### config.mk
export PLATFORM = sky130hd
export DESIGN_NAME = two_stream_sequence_equal_unit_flat
export DESIGN_NICKNAME = d
export VERILOG_FILES = /design/src/tsse_pkg.sv /design/src/tsse_if.sv /design/src/two_stream_sequence_equal_unit.sv /design/src/flat_wrapper.sv
export SDC_FILE = /design/constraint.sdc
export NUM_CORES = 1
export LEC_CHECK = 0
export ABC_CLOCK_PERIOD_IN_PS = 6500
export BUFFER_PORTS_ARGS = -buffer_cell sky130_fd_sc_hd__buf_2
export CORE_UTILIZATION = 33
export DETAILED_ROUTE_END_ITERATION = 8
export PLACE_DENSITY = 0.49
export SKIP_LAST_GASP = 1
export SYNTH_ARGS = -nofsm -noshare
export SYNTH_HDL_FRONTEND = slang
export SYNTH_SLANG_ARGS = --single-unit
### constraint.sdc
create_clock -name clk -period 6.5 [get_ports clk]
set_clock_uncertainty 0.1 [all_clocks]
set_input_delay 0.325 -clock clk [delete_from_list [all_inputs] [get_ports clk]]
set_output_delay 0.325 -clock clk [all_outputs]
set_load 0.005 [all_outputs]
### src/tsse_pkg.sv
// Package for the two-stream sequence-equal unit.
// Holds the command type and command codes. No dependencies.
package tsse_pkg;

    typedef logic [2:0] command_t;

    localparam command_t CMD_FIRST_ITEM   = 3'd0;
    localparam command_t CMD_SECOND_ITEM  = 3'd1;
    localparam command_t CMD_FIRST_ENDED  = 3'd2;
    localparam command_t CMD_SECOND_ENDED = 3'd3;
    localparam command_t CMD_RESTART      = 3'd4;

endpackage

### src/tsse_if.sv
// Valid/ready channel interfaces for the two-stream sequence-equal unit.
// Depends on tsse_pkg for the command type.
interface tsse_item_if
    import tsse_pkg::*;
#(
    parameter int VALUE_WIDTH = 32
);
    logic                   valid;
    logic                   ready;
    command_t               command;
    logic [VALUE_WIDTH-1:0] item_value;

    modport source (output valid, output command, output item_value, input ready);
    modport sink   (input valid, input command, input item_value, output ready);
endinterface

interface tsse_verdict_if;
    logic valid;
    logic ready;
    logic sequences_equal;
    logic fault;

    modport source (output valid, output sequences_equal, output fault, input ready);
    modport sink   (input valid, input sequences_equal, input fault, output ready);
endinterface

### src/two_stream_sequence_equal_unit.sv
// Two-stream sequence-equal unit: top level, skew buffer memory and control.
// Depends on tsse_pkg and the channel interfaces in tsse_if.sv.
//
//   channel   modport  dir  payload                       transfer when
//   items     sink     in   command, item_value           valid && ready
//   verdicts  source   out  sequences_equal, fault        valid && ready
//
// One item per cycle, sustained while items.ready stays high. A verdict reaches
// verdicts from the item that causes it through the compare stage, fed by the
// registered skew buffer read, and then through the output register.
// Reset (rst_n low, async) empties the buffer and clears the end and verdict
// flags; buffer contents are not cleared, only entries counted as held are read.
// items.ready drops only while a verdict waits in the compare stage and the
// output register is still full and not being taken.
module two_stream_sequence_equal_unit
    import tsse_pkg::*;
#(
    parameter int BUFFER_DEPTH = 16,
    parameter int VALUE_WIDTH  = 32
)(
    input  logic        clk,
    input  logic        rst_n,
    tsse_item_if.sink   items,
    tsse_verdict_if.source verdicts
);

    localparam int PTR_W = $clog2(BUFFER_DEPTH);
    localparam int CNT_W = $clog2(BUFFER_DEPTH + 1);
    localparam logic [PTR_W-1:0] PTR_LAST = PTR_W'(BUFFER_DEPTH - 1);
    localparam logic [CNT_W-1:0] CNT_FULL = CNT_W'(BUFFER_DEPTH);

    // skew buffer
    logic [VALUE_WIDTH-1:0] mem [BUFFER_DEPTH];
    logic [VALUE_WIDTH-1:0] head_data_reg;
    logic                   mem_we;
    logic                   mem_re;

    // buffer control
    logic [PTR_W-1:0] rptr_reg, rptr_next;
    logic [PTR_W-1:0] wptr_reg, wptr_next;
    logic [CNT_W-1:0] count_reg, count_next;
    logic             side_reg, side_next;
    logic             first_ended_reg, first_ended_next;
    logic             second_ended_reg, second_ended_next;
    logic             verdict_reg, verdict_next;

    // compare stage: either a pop to compare or a verdict already known
    logic                   cmp_valid_reg, cmp_valid_next;
    logic                   cmp_fixed_reg, cmp_fixed_next;
    logic                   cmp_eq_reg, cmp_eq_next;
    logic                   cmp_fault_reg, cmp_fault_next;
    logic [VALUE_WIDTH-1:0] cmp_value_reg, cmp_value_next;

    // output register
    logic out_valid_reg, out_valid_next;
    logic out_eq_reg, out_eq_next;
    logic out_fault_reg, out_fault_next;

    logic cmp_verdict;
    logic cmp_block;
    logic accept;
    logic side;
    logic other_ended;
    logic own_held;

    // A verdict leaves the compare stage on a mismatch or a precomputed result.
    assign cmp_verdict = cmp_valid_reg &&
                         (cmp_fixed_reg || (head_data_reg != cmp_value_reg));
    assign cmp_block   = cmp_verdict && out_valid_reg && !verdicts.ready;
    assign items.ready = !cmp_block;
    assign accept      = items.valid && !cmp_block;

    assign verdicts.valid           = out_valid_reg;
    assign verdicts.sequences_equal = out_eq_reg;
    assign verdicts.fault           = out_fault_reg;

    always_comb
    begin
        rptr_next         = rptr_reg;
        wptr_next         = wptr_reg;
        count_next        = count_reg;
        side_next         = side_reg;
        first_ended_next  = first_ended_reg;
        second_ended_next = second_ended_reg;
        verdict_next      = verdict_reg | (cmp_verdict && !cmp_block);
        mem_we            = 1'b0;
        mem_re            = 1'b0;
        side              = 1'b0;
        other_ended       = 1'b0;
        own_held          = 1'b0;

        cmp_valid_next = cmp_block ? cmp_valid_reg : 1'b0;
        cmp_fixed_next = cmp_fixed_reg;
        cmp_eq_next    = cmp_eq_reg;
        cmp_fault_next = cmp_fault_reg;
        cmp_value_next = cmp_value_reg;

        out_valid_next = out_valid_reg && !verdicts.ready;
        out_eq_next    = out_eq_reg;
        out_fault_next = out_fault_reg;
        if (cmp_verdict && !cmp_block)
        begin
            out_valid_next = 1'b1;
            out_eq_next    = cmp_fixed_reg & cmp_eq_reg;
            out_fault_next = cmp_fixed_reg & cmp_fault_reg;
        end

        if (accept)
        begin
            if (items.command == CMD_RESTART)
            begin
                rptr_next         = '0;
                wptr_next         = '0;
                count_next        = '0;
                side_next         = 1'b0;
                first_ended_next  = 1'b0;
                second_ended_next = 1'b0;
                verdict_next      = 1'b0;
            end
            else if (!(verdict_reg || cmp_verdict))
            begin
                case (items.command)
                    CMD_FIRST_ITEM, CMD_SECOND_ITEM:
                    begin
                        side        = (items.command == CMD_SECOND_ITEM);
                        other_ended = side ? first_ended_reg : second_ended_reg;
                        if (count_reg != '0 && side_reg != side)
                        begin
                            // other stream holds items: pop the oldest, compare next cycle
                            mem_re         = 1'b1;
                            rptr_next      = (rptr_reg == PTR_LAST) ? '0 : rptr_reg + 1'b1;
                            count_next     = count_reg - 1'b1;
                            cmp_valid_next = 1'b1;
                            cmp_fixed_next = 1'b0;
                            cmp_value_next = items.item_value;
                        end
                        else if (other_ended)
                        begin
                            cmp_valid_next = 1'b1;
                            cmp_fixed_next = 1'b1;
                            cmp_eq_next    = 1'b0;
                            cmp_fault_next = 1'b0;
                        end
                        else if (count_reg == CNT_FULL)
                        begin
                            // overflow ends the check with a fault
                            cmp_valid_next = 1'b1;
                            cmp_fixed_next = 1'b1;
                            cmp_eq_next    = 1'b0;
                            cmp_fault_next = 1'b1;
                        end
                        else
                        begin
                            mem_we     = 1'b1;
                            wptr_next  = (wptr_reg == PTR_LAST) ? '0 : wptr_reg + 1'b1;
                            count_next = count_reg + 1'b1;
                            side_next  = side;
                        end
                    end
                    CMD_FIRST_ENDED, CMD_SECOND_ENDED:
                    begin
                        side = (items.command == CMD_SECOND_ENDED);
                        if (side)
                        begin
                            second_ended_next = 1'b1;
                            other_ended       = first_ended_reg;
                        end
                        else
                        begin
                            first_ended_next = 1'b1;
                            other_ended      = second_ended_reg;
                        end
                        own_held = (count_reg != '0) && (side_reg == side);
                        if (!own_held)
                        begin
                            if (count_reg != '0)
                            begin
                                // ended while the other stream still has items
                                cmp_valid_next = 1'b1;
                                cmp_fixed_next = 1'b1;
                                cmp_eq_next    = 1'b0;
                                cmp_fault_next = 1'b0;
                            end
                            else if (other_ended)
                            begin
                                cmp_valid_next = 1'b1;
                                cmp_fixed_next = 1'b1;
                                cmp_eq_next    = 1'b1;
                                cmp_fault_next = 1'b0;
                            end
                        end
                    end
                    default:
                    begin
                        // unused codes are ignored
                    end
                endcase
            end
        end
    end

    always_ff @(posedge clk or negedge rst_n)
    begin
        if (!rst_n)
        begin
            rptr_reg         <= '0;
            wptr_reg         <= '0;
            count_reg        <= '0;
            side_reg         <= 1'b0;
            first_ended_reg  <= 1'b0;
            second_ended_reg <= 1'b0;
            verdict_reg      <= 1'b0;
            cmp_valid_reg    <= 1'b0;
            out_valid_reg    <= 1'b0;
        end
        else
        begin
            rptr_reg         <= rptr_next;
            wptr_reg         <= wptr_next;
            count_reg        <= count_next;
            side_reg         <= side_next;
            first_ended_reg  <= first_ended_next;
            second_ended_reg <= second_ended_next;
            verdict_reg      <= verdict_next;
            cmp_valid_reg    <= cmp_valid_next;
            out_valid_reg    <= out_valid_next;
        end
    end

    // payload registers, no reset
    always_ff @(posedge clk)
    begin
        cmp_fixed_reg <= cmp_fixed_next;
        cmp_eq_reg    <= cmp_eq_next;
        cmp_fault_reg <= cmp_fault_next;
        cmp_value_reg <= cmp_value_next;
        out_eq_reg    <= out_eq_next;
        out_fault_reg <= out_fault_next;
    end

    // skew buffer: one write port, one registered read port
    always_ff @(posedge clk)
    begin
        if (mem_we)
        begin
            mem[wptr_reg] <= items.item_value;
        end
        if (mem_re)
        begin
            head_data_reg <= mem[rptr_reg];
        end
    end

endmodule

### src/flat_wrapper.sv
// flat-port wrapper written by rule: the top's interface ports become plain ports
module two_stream_sequence_equal_unit_flat import tsse_pkg::*;
#(
    parameter int BUFFER_DEPTH = 16,
    parameter int VALUE_WIDTH  = 32
)
  (clk, rst_n, items_valid, items_command, items_item_value, items_ready, verdicts_valid, verdicts_sequences_equal, verdicts_fault, verdicts_ready);
  tsse_item_if #(.VALUE_WIDTH(VALUE_WIDTH)) items_i ();
  tsse_verdict_if verdicts_i ();
  input  logic clk;
  input  logic rst_n;
  input wire logic [$bits(items_i.valid)-1:0] items_valid;
  input wire logic [$bits(items_i.command)-1:0] items_command;
  input wire logic [$bits(items_i.item_value)-1:0] items_item_value;
  output wire logic [$bits(items_i.ready)-1:0] items_ready;
  output wire logic [$bits(verdicts_i.valid)-1:0] verdicts_valid;
  output wire logic [$bits(verdicts_i.sequences_equal)-1:0] verdicts_sequences_equal;
  output wire logic [$bits(verdicts_i.fault)-1:0] verdicts_fault;
  input wire logic [$bits(verdicts_i.ready)-1:0] verdicts_ready;
  assign items_i.valid = items_valid;
  assign items_i.command = items_command;
  assign items_i.item_value = items_item_value;
  assign items_ready = items_i.ready;
  assign verdicts_valid = verdicts_i.valid;
  assign verdicts_sequences_equal = verdicts_i.sequences_equal;
  assign verdicts_fault = verdicts_i.fault;
  assign verdicts_i.ready = verdicts_ready;
  two_stream_sequence_equal_unit #(.BUFFER_DEPTH(BUFFER_DEPTH), .VALUE_WIDTH(VALUE_WIDTH)) u_core (.clk(clk), .rst_n(rst_n), .items(items_i), .verdicts(verdicts_i));
endmodule
==> flow_summary.toml, run 1 <==
[global_route]
grt_first_pass_wirelength_mm = 85.37
grt_start_max_net_pins = 55
first_global_vias = 12360
gr-total-overflow = 0
grt_antenna_before_repair = 1
gr_util_all_layers = 0.1604

[layout]
antenna_cells = 0
nFillCells = 6432
nNetsFinal = 1413
layout.area.seq_sq_um = 17930
multi_input_gate_area_sq_um = 5416
largest_register_ffs = 512
flow.area_growth_from_synthesis_pct = 15.16
instances_no_fill = 2347
fraction_of_final_layout_cells_sized_beyond_drive_strength_1 = 0.2090

[power]
power_switching_mw = 2.562
cellInternalPower_mw = 7.164
power_share_of_the_sequential_group = 0.468
clkPwrFrac = 0.360
total_power_mw = 9.727
power.density_nw_per_um2 = 357.8
p_sw_frac = 0.2634
comb_power_share = 0.171
cellLeakagePower_nw = 8.754
worst_vdd_rail_ir_drop_v = 0.0001714

[detailed_routing]
route.final.wire_length_mm = 57.37
detail-route-antenna-nets = 0
detail_route.drc_violations = 0
via_per_inst = 5.089
wire_per_inst_um = 24.44
drt_pass1_iterations = 5
drt_first_iter_violations = 917
detailroute.via_count = 11940

[placed_design]
dp_hpwl_mm = 31.43
numPortBuffers = 42
dpl.cell_count = 2221
finalWeightedCongestion = 0.8015

[floorplanning]
die_y_um = 269.5
core_sq_um = 70390
placementRows = 97
count_of_boundary_i_o_pins = 43
fp.dieArea_sq_um = 72610
width_of_the_chip_um = 269.5
initial_core_util = 0.3354

[clock_network]
post_cts_setup_bufs = 0
root_buffer_cell = "clkbuf_16"
holdBufCountCts = 15
cts_inserted_buffers = 67
sinks_on_the_clock_net = 600
tritoncts = "yes"
cts_resized = 0
clk_pin_slew_ps = 60
cts_buffer_depth = 3
cts_htree_levels = 3
clock_insertion_delay_worst_skew_ps = 600

[setup_path]
worstSetupEndpointType = "register"
cpMaxStageDelayCell = "nor3_2"
critPathMaxFanout = 23
critical_path_buf_inv_count = 1
r2r_start = "u_core.count_reg[1]"
required_worst_endpoint_ps = 6630
critPathTopFamily = "simple AND/OR/NAND/NOR gates"
timing.critical_path.arrival_ps = 4090
worst_setup_path_startpoint = "u_core.count_reg[1]"
setup.worst_path.class = "reg2reg"
worstSetupStartpointType = "register"
path_cells = "or4_1, nor2_4, a22oi_1, nor2_2, nand4b_2, nor3_2, buf_4"
crit_path_max_incr_delay_ps = 820

[sta]
finalCritPeriodShare = 0.6088
rsz_0062_raised_after_global_routing = "no"
max_slew_margin = 0.2669
timing.final.setup_violations = 0
maximum_clock_frequency_mhz = 252.7
final-hold-violation-count = 0
finalSetupTns_ps = 0
period_needed_ps = 3957
slew_violations = 0
worst-slew-pin-transition_ps = 1090

[yosys]
syn_avg_cell_area_sq_um = 18.56
synth_edf_count = 581
synth_flop_cell = "edfxtp_1"
synthesis.instances = 1272
top_cell_type_by_total_area_after_synthesis = "edfxtp_1"
synth_top_area_frac = 0.7390
mappedNetlistNets = 1320
part_of_the_yosys_area_used_for_sequential_elements = 0.7592
synth.top_cells.by_area = "edfxtp_1 74%, mux4_2 6.1%, mux2i_1 4.4%"
post_synth_instance_area_sq_um = 23610
async_reset_ff_frac = 0.03167
distinct_cells_synth = 62
synth_register_bits = 600
yosysWarnings = 0

[min_path]
holdCritPathClass = "in2reg"
source_of_the_worst_hold_timing_path = "items_item_value[25]"

[flow_run]
cap_viol_max_count = 0

[status]
status = "completed"
-- layout by cell type, fill, tap and decap left out, types with 16 or more instances in the layout --
| cell | instances |
|---|---|
| edfxtp_1 | 581 |
| mux2i_1 | 103 |
| o21ai_0 | 70 |
| clkbuf_16 | 69 |
| mux4_2 | 64 |
| nand2_1 | 56 |
| a21oi_1 | 42 |
| buf_2 | 42 |
| a22oi_1 | 33 |
| a221oi_1 | 32 |
| mux2_2 | 32 |
| buf_4 | 30 |
| xnor2_1 | 23 |
| nor2_1 | 16 |
| inv_1 | 16 |
-- cells in the mapped netlist (2+ instances only) --
library cell / number
edfxtp_1: 581
mux2i_1: 103
o21ai_0: 70
mux4_2: 64
nand2_1: 56
a21oi_1: 42
clkbuf_1: 38
a22oi_1: 33
a221oi_1: 32
mux2_2: 32
xnor2_1: 23
dfrtp_1: 19
buf_2: 18
inv_1: 16
nor2_1: 16
nor3_1: 15
xor2_1: 15
and2_1: 13
a31oi_1: 8
ha_1: 8
nand3_1: 7
buf_1: 6
nand4_1: 5
nor4_1: 5
nor2b_1: 3
o211ai_1: 3
a211oi_2: 2
a21o_1: 2
buf_4: 2
mux2_4: 2
nor3b_1: 2
-- final timing paths --
kind | endpoint | slack (ps) | cells past startpoint
worst max register to register | u_core.mem[8][16] | 2540 | 7
max in group asynchronous | u_core.rptr_reg[0] | 5810 | 2
min in group asynchronous | u_core.count_reg[1] | 120 | 2
worst max-delay path | u_core.mem[8][16] | 2540 | 7
worst min-delay path | u_core.mem[8][25] | 40 | 1
worst min register to register | u_core.count_reg[3] | 440 | 1
-- routing by layer --
metal | track usage | part of all wire | vias to the layer above
met3 | 0.02485 | 0.044 | 73
li1 | - | - | 5330
met5 | 0 | 0 | -
met4 | 0.04620 | 0.017 | 0
met2 | 0.2609 | 0.48 | 263
met1 | 0.2223 | 0.46 | 6277
-- logic make-up after synthesis --
family	after synthesis	share of synthesized area
DFF	600	0.7592
adders and majority gates	9	0.005088
muxes	201	0.1213
xor gates and xnor gates	38	0.01410
AOI/OAI and AO/OA	210	0.05788
buffers and inverters	80	0.01399
and+or+nand+nor	134	0.02851
-- layout make-up --
cell class              instances  share of cell area
well taps                     940             0.04326
multi-input cells             592              0.1992
clock inverters                33            0.008698
repair buffers                 88             0.02227
inverters                      16            0.002209
clock buffers                  78             0.06475
flip-flops and latches        600              0.6596
-- through the flow --
stage                     hold slack [ps]  utilization  worst slack, ps  cell area (sq um)
after floorplan                    -70.59            -             2002              23610
after global placement              210.0       0.3557             2649              25040
after detailed placement            216.5       0.3557             2542              25040
after CTS                           1.080       0.3862             2545              27190
after global routing                18.83       0.3862             2350              27190
final                               36.74       0.3862             2543              27190
-- power by group through the flow --
stage | Clock [mW] | Combinational [mW] | Sequential, mW
floorplan | 0 | 1.30 | 4.50
global placement | 0 | 1.68 | 4.64
detailed placement | 0 | 1.68 | 4.64
CTS | 3.61 | 1.70 | 4.56
global route | 3.75 | 1.83 | 4.58
finish | 3.50 | 1.67 | 4.56
(Power assumes the default switching activity.)
==> run 2, diff against run 1 <==
--- a/config.mk
+++ b/config.mk
@@ -5,7 +5,7 @@
 export SDC_FILE = /design/constraint.sdc
 export NUM_CORES = 1
 export LEC_CHECK = 0
-export ABC_CLOCK_PERIOD_IN_PS = 6500
+export ABC_CLOCK_PERIOD_IN_PS = 4100
 export BUFFER_PORTS_ARGS = -buffer_cell sky130_fd_sc_hd__buf_2
 export CORE_UTILIZATION = 33
 export DETAILED_ROUTE_END_ITERATION = 8
==> constraint.sdc (replaced) <==
create_clock -name clk -period 4.1 [get_ports clk]
set_clock_uncertainty 0.1 [all_clocks]
set_input_delay 0.205 -clock clk [delete_from_list [all_inputs] [get_ports clk]]
set_output_delay 0.205 -clock clk [all_outputs]
set_load 0.005 [all_outputs]
==> run 2 against run 1 <==
Worst setup slack lost 1900 ps; wire length down 3.4%; hold slack got worse by 25 ps; count of clock-buffer cells in the layout increased by 12; maximum frequency rose by 13%; sequential cell count is the same; clock power increased by 58%.
==> flow_summary.toml, run 2 (same netlist as run 1, synthesis figures left out) <==
[power]
worst_vdd_rail_ir_drop_v = 0.0003352
cellLeakagePower_nw = 8.950
total_power_mw = 15.47
power.density_nw_per_um2 = 559.2

[layout]
instances_no_fill = 2386
finalCoreUtilization = 0.3929
most-common-layout-cells = "581 x edfxtp_1, 103 x mux2i_1, 70 x o21ai_0"
fraction_of_final_layout_cells_sized_beyond_drive_strength_1 = 0.2109
largest_register_ffs = 512
nNetsFinal = 1455
flow.area_growth_from_synthesis_pct = 17.16
layout_commonest_cell = "edfxtp_1"
antenna_cells = 0

[global_route]
grt_first_pass_wirelength_mm = 81.99
grt_antenna_before_repair = 0
grt_start_max_net_pins = 41
gr-total-overflow = 0
gr_util_all_layers = 0.1536
first_global_vias = 12140

[detailed_routing]
route.final.wire_length_mm = 55.44
wire_per_inst_um = 23.24
via_per_inst = 5.020
drt_first_iter_violations = 976
detailroute.via_count = 11980
detail-route-antenna-nets = 0
detail_route.drc_violations = 0
drt_pass1_iterations = 7

[sta]
final-hold-violation-count = 0
finalSetupTns_ps = 0
setup_slack_ps = 608.8
timing.final.setup_violations = 0
rsz_0062_raised_after_global_routing = "no"
max_slew_margin = 0.4322
maximum_clock_frequency_mhz = 286.4
slew_violations = 0
period_needed_ps = 3491
finalCritPeriodShare = 0.8515
worst-slew-pin-transition_ps = 851.7

[setup_path]
crit_path_max_incr_delay_ps = 620
worstSetupEndpointType = "register"
required_worst_endpoint_ps = 4280
timing.critical_path.arrival_ps = 3670
setup.worst_path.class = "reg2reg"
critPathMaxFanout = 17
worstSetupStartpointType = "register"
path_cells = "xnor2_1, nand4_1, nor3_1, a31oi_1, nor4b_2, and2_2, buf_12"
cpMaxStageDelayCell = "and2_2"

[status]
status = "completed"

[clock_network]
sinks_on_the_clock_net = 600
tritoncts = "yes"
clk_pin_slew_ps = 60
cts_inserted_buffers = 67
cts_buffer_depth = 3
cts_htree_levels = 3
root_buffer_cell = "clkbuf_16"
post_cts_setup_bufs = 0
clock_insertion_delay_worst_skew_ps = 600

[flow_run]
cap_viol_max_count = 0

[placed_design]
dpl.cell_count = 2239
numPortBuffers = 42
dp_hpwl_mm = 31.72
finalWeightedCongestion = 0.7899
placement.setup.worst_slack_ps = 664.4

[min_path]
holdCritPathClass = "in2async"

[floorplanning]
fp.dieArea_sq_um = 72610
die_y_um = 269.5
width_of_the_chip_um = 269.5
count_of_boundary_i_o_pins = 43
core_sq_um = 70390
initial_core_util = 0.3354
placementRows = 97
run 2: changes by cell type in the layout (fill, tap and decap cells not counted), sizes merged:
cell and change:
buf +18, clkinv -14, clkinvlp -1, dlygate4sd3 +24, inv +1, clkbuf +12
bufinv -1
run 2: metal layers:
layer / vias up / track usage / wire, um / part of all wire
li1: 5417 / - / - / -
met1: 6247 / 0.2170 / 26190 / 0.47
met2: 239 / 0.2396 / 25890 / 0.47
met3: 74 / 0.02921 / 2350 / 0.042
met4: 0 / 0.04695 / 1013 / 0.018
met5: - / 0 / 0 / 0
run 2: final timing paths:
path                                          start                               to  slack [ps]  cells past startpoint
max in group asynchronous                     rst_n               u_core.rptr_reg[0]        3500                      2
min in group clk                  u_core.cmp_eq_reg  u_core.verdicts.sequences_equal         420                      1
hold / removal                                rst_n            u_core.verdicts.valid          10                      2
setup / recovery           u_core.cmp_value_reg[16]               u_core.mem[14][24]         610                      7
setup reg to reg           u_core.cmp_value_reg[16]               u_core.mem[14][24]         610                      7
hold reg to reg                   u_core.cmp_eq_reg  u_core.verdicts.sequences_equal         420                      1
run 2: power by group:
part	switching (mW)	internal [mW]
Combinational	1.51	1.24
Sequential	0.256	6.93
Clock	2.31	3.21
Total	4.08	11.4
run 2: area by class of cell:
| cell class | count | area, sq um |
|---|---|---|
| tap | 940 | 1176 |
| fill | 6450 | 42730 |
| multi-input combinational | 592 | 5416 |
| inverter | 16 | 60.06 |
| clock inverter | 18 | 151.4 |
| clock buffer | 90 | 1815 |
| sequential | 600 | 17930 |
| timing repair buffer | 130 | 1106 |
run 2: worst max-delay path, delay by kind of cell (launching register included):
kind | cells | cell delay, ps
buf+inv | 1 | 270
flops | 1 | 390
xor+xnor | 1 | 190
compound gates | 1 | 430
simple gates | 4 | 1770
run 2: what timing repair did:
action,4_1_cts,5_1_grt
hold buffers,39,0
resized for setup,0,0
endpoints found under the hold margin,572,0
run 2: through the flow:
step | cell area [sq um] | hold WS, ps
6_report | 27660 | 11.69
5_1_grt | 27660 | 38.65
4_1_cts | 27660 | 2.443
3_5_place_dp | 25300 | 109.7
3_3_place_gp | 25300 | 95.55
2_1_floorplan | 23610 | -190.6
==> run 3, diff against run 2 <==
--- a/config.mk
+++ b/config.mk
@@ -9,7 +9,7 @@
 export BUFFER_PORTS_ARGS = -buffer_cell sky130_fd_sc_hd__buf_2
 export CORE_UTILIZATION = 33
 export DETAILED_ROUTE_END_ITERATION = 8
-export PLACE_DENSITY = 0.49
+export PLACE_DENSITY = 0.45
 export SKIP_LAST_GASP = 1
 export SYNTH_ARGS = -nofsm -noshare
 export SYNTH_HDL_FRONTEND = slang
==> run 3 against run 2 <==
Count of clock-buffer cells in the layout shrank 10; combinational power grew 2%; cell count grew 0.54%; via count grew 1.4%; total power grew 1.3%; register-to-register slack gained 80 ps; design area grew 0.75%; hold slack gained 410 ps; global-route usage grew 0.77 points; core utilization grew 0.29 points; critical path depth grew 1; critical path type unchanged.
==> flow_summary.toml, run 3 (same netlist as run 1, synthesis figures left out) <==
[detailed_routing]
route.final.wire_length_mm = 58.00
detailroute.via_count = 12140
drt_pass1_iterations = 6
via_per_inst = 5.060
detail_route.drc_violations = 0
drt_first_iter_violations = 1059
detail-route-antenna-nets = 0
wire_per_inst_um = 24.18

[clock_network]
root_buffer_cell = "clkbuf_16"
sinks_on_the_clock_net = 600
cts_htree_levels = 3
cts_resized = 0
cts_inserted_buffers = 69
cts_buffer_depth = 3
clk_pin_slew_ps = 60
clock_insertion_delay_worst_skew_ps = 610
post_cts_setup_bufs = 0
tritoncts = "yes"

[sta]
worst-slew-pin-transition_ps = 931.2
maximum_clock_frequency_mhz = 292.8
rsz_0062_raised_after_global_routing = "no"
slew_violations = 0
final-hold-violation-count = 0
max_slew_margin = 0.3772
timing.final.setup_violations = 0
whs_ps = 426.3
period_needed_ps = 3416
finalCritPeriodShare = 0.8331

[layout]
largest_register_ffs = 512
most-common-layout-cells = "581 x edfxtp_1, 103 x mux2i_1, 70 x o21ai_0, 70 x clkbuf_16, 64 x mux4_2"
layout_commonest_cell = "edfxtp_1"
finalCoreUtilization = 0.3958
nNetsFinal = 1459
nFillCells = 6504
instances_no_fill = 2399
flow.area_growth_from_synthesis_pct = 18.03
fraction_of_final_layout_cells_sized_beyond_drive_strength_1 = 0.2173
antenna_cells = 0
final_area_sq_um = 27860

[floorplanning]
width_of_the_chip_um = 269.5
fp.dieArea_sq_um = 72610
core_sq_um = 70390
placementRows = 97
die_y_um = 269.5
count_of_boundary_i_o_pins = 43
initial_core_util = 0.3354

[status]
status = "completed"

[global_route]
first_global_vias = 12320
gr_util_all_layers = 0.1613
grt_start_max_net_pins = 69
grt_antenna_before_repair = 1
grt_first_pass_wirelength_mm = 85.47
gr-total-overflow = 0

[power]
total_power_mw = 15.67
power.density_nw_per_um2 = 562.5
power_switching_mw = 4.165
clkPwrFrac = 0.364
p_sw_frac = 0.2658
worst_vdd_rail_ir_drop_v = 0.0003388
cellLeakagePower_nw = 9.053
power_share_of_the_sequential_group = 0.456
comb_power_share = 0.180
cellInternalPower_mw = 11.51

[setup_path]
worst-r2r-setup-slack_ps = 680
crit_path_max_incr_delay_ps = 600
worstSetupStartpointType = "register"
path_cells = "xnor2_1, nand3_1, nor3_1, buf_4, a31oi_1, nor4b_2, and2_2, buf_4"
timing.critical_path.depth = 8
r2r_cells = 8
regToRegEndpoint = "u_core.mem[14][15]"
critical_path_buf_inv_count = 2
required_worst_endpoint_ps = 4310
worst_setup_path_startpoint = "u_core.cmp_value_reg[23]"
critPathTopFamily = "simple AND/OR/NAND/NOR gates"
timing.critical_path.to = "u_core.mem[14][15]"
r2r_start = "u_core.cmp_value_reg[23]"
worstSetupEndpointType = "register"
critPathMaxFanout = 19
setup.worst_path.class = "reg2reg"
cpMaxStageDelayCell = "and2_2"
timing.critical_path.arrival_ps = 3630
cp_common_cell = "buf_4"

[min_path]
holdCritPathClass = "reg2reg"

[placed_design]
numPortBuffers = 42
finalWeightedCongestion = 0.7856
dpl.cell_count = 2240
dpl-instance-area_sq_um = 25380
dp_hpwl_mm = 34.21

[flow_run]
cap_viol_max_count = 0
[run 3: cell types whose count changed in the layout (fill, tap and decap cells not counted), moves of 5 or more]
cell      before  now
buf_4         38   33
clkinv_2       1   11
clkbuf_1      20   10
clkinv_1       8   18
buf_12        11   17
[run 3: routing by layer]
layer | routed length, um | vias to the layer above | GRT usage
li1 | - | 5427 | -
met1 | 26960 | 6377 | 0.2282
met2 | 27130 | 251 | 0.2537
met3 | 2704 | 84 | 0.03117
met4 | 1201 | 0 | 0.04351
met5 | 0 | - | 0
[run 3: worst min-delay path by stage]
| stage | from | endpoint | slack (ps) | depth (start not counted) |
|---|---|---|---|---|
| 6_report | u_core.cmp_fault_reg | u_core.verdicts.fault | 430 | 1 |
| 5_1_grt | items_item_value[4] | u_core.mem[4][4] | 420 | 2 |
| 4_1_cts | items_item_value[4] | u_core.mem[4][4] | 400 | 2 |
| 3_3_place_gp | rst_n | u_core.count_reg[0] | 90 | 1 |
| 2_1_floorplan | rst_n | u_core.cmp_valid_reg | -190 | 0 |
| 3_5_place_dp | rst_n | u_core.count_reg[0] | 90 | 1 |
[run 3: through the flow]
step	setup slack [ps]	setup TNS, ps
after floorplan	-398.4	-101960
after CTS	670.1	0
after global routing	438.6	0
after global placement	717.0	0
final	684.2	0
after detailed placement	686.4	0
[run 3: layout make-up]
type,instances,area (sq um),area share
clock buffer,80,1789,0.06421
clock inverter,39,291.5,0.01046
inverter,16,60.06,0.002155
multi-input combinational,592,5416,0.1944
sequential,600,17930,0.6436
tap,940,1176,0.04221
timing repair buffer,132,1199,0.04302
[run 3: repair_timing]
item	in CTS	in global routing
hold buffers	40	0
setup endpoints to repair	0	0
hold endpoints to repair	572	0
[run 3: worst register-to-register path, delay by kind of cell (launching register included)]
kind	cells	cell delay, ps
flip-flops	1	380
AND/OR/NAND/NOR	4	1610
AO/OA/AOI/OAI	1	270
XOR/XNOR	1	260
buffers and inverters	2	490
[run 3: power groups by stage]
stage | clock network [mW] | registers [mW] | logic, mW
finish | 5.70 | 7.15 | 2.82
global route | 6.10 | 7.17 | 3.08
floorplan | 0 | 7.13 | 2.05
detailed placement | 0 | 7.28 | 2.84
CTS | 5.87 | 7.15 | 2.89
global placement | 0 | 7.28 | 2.83
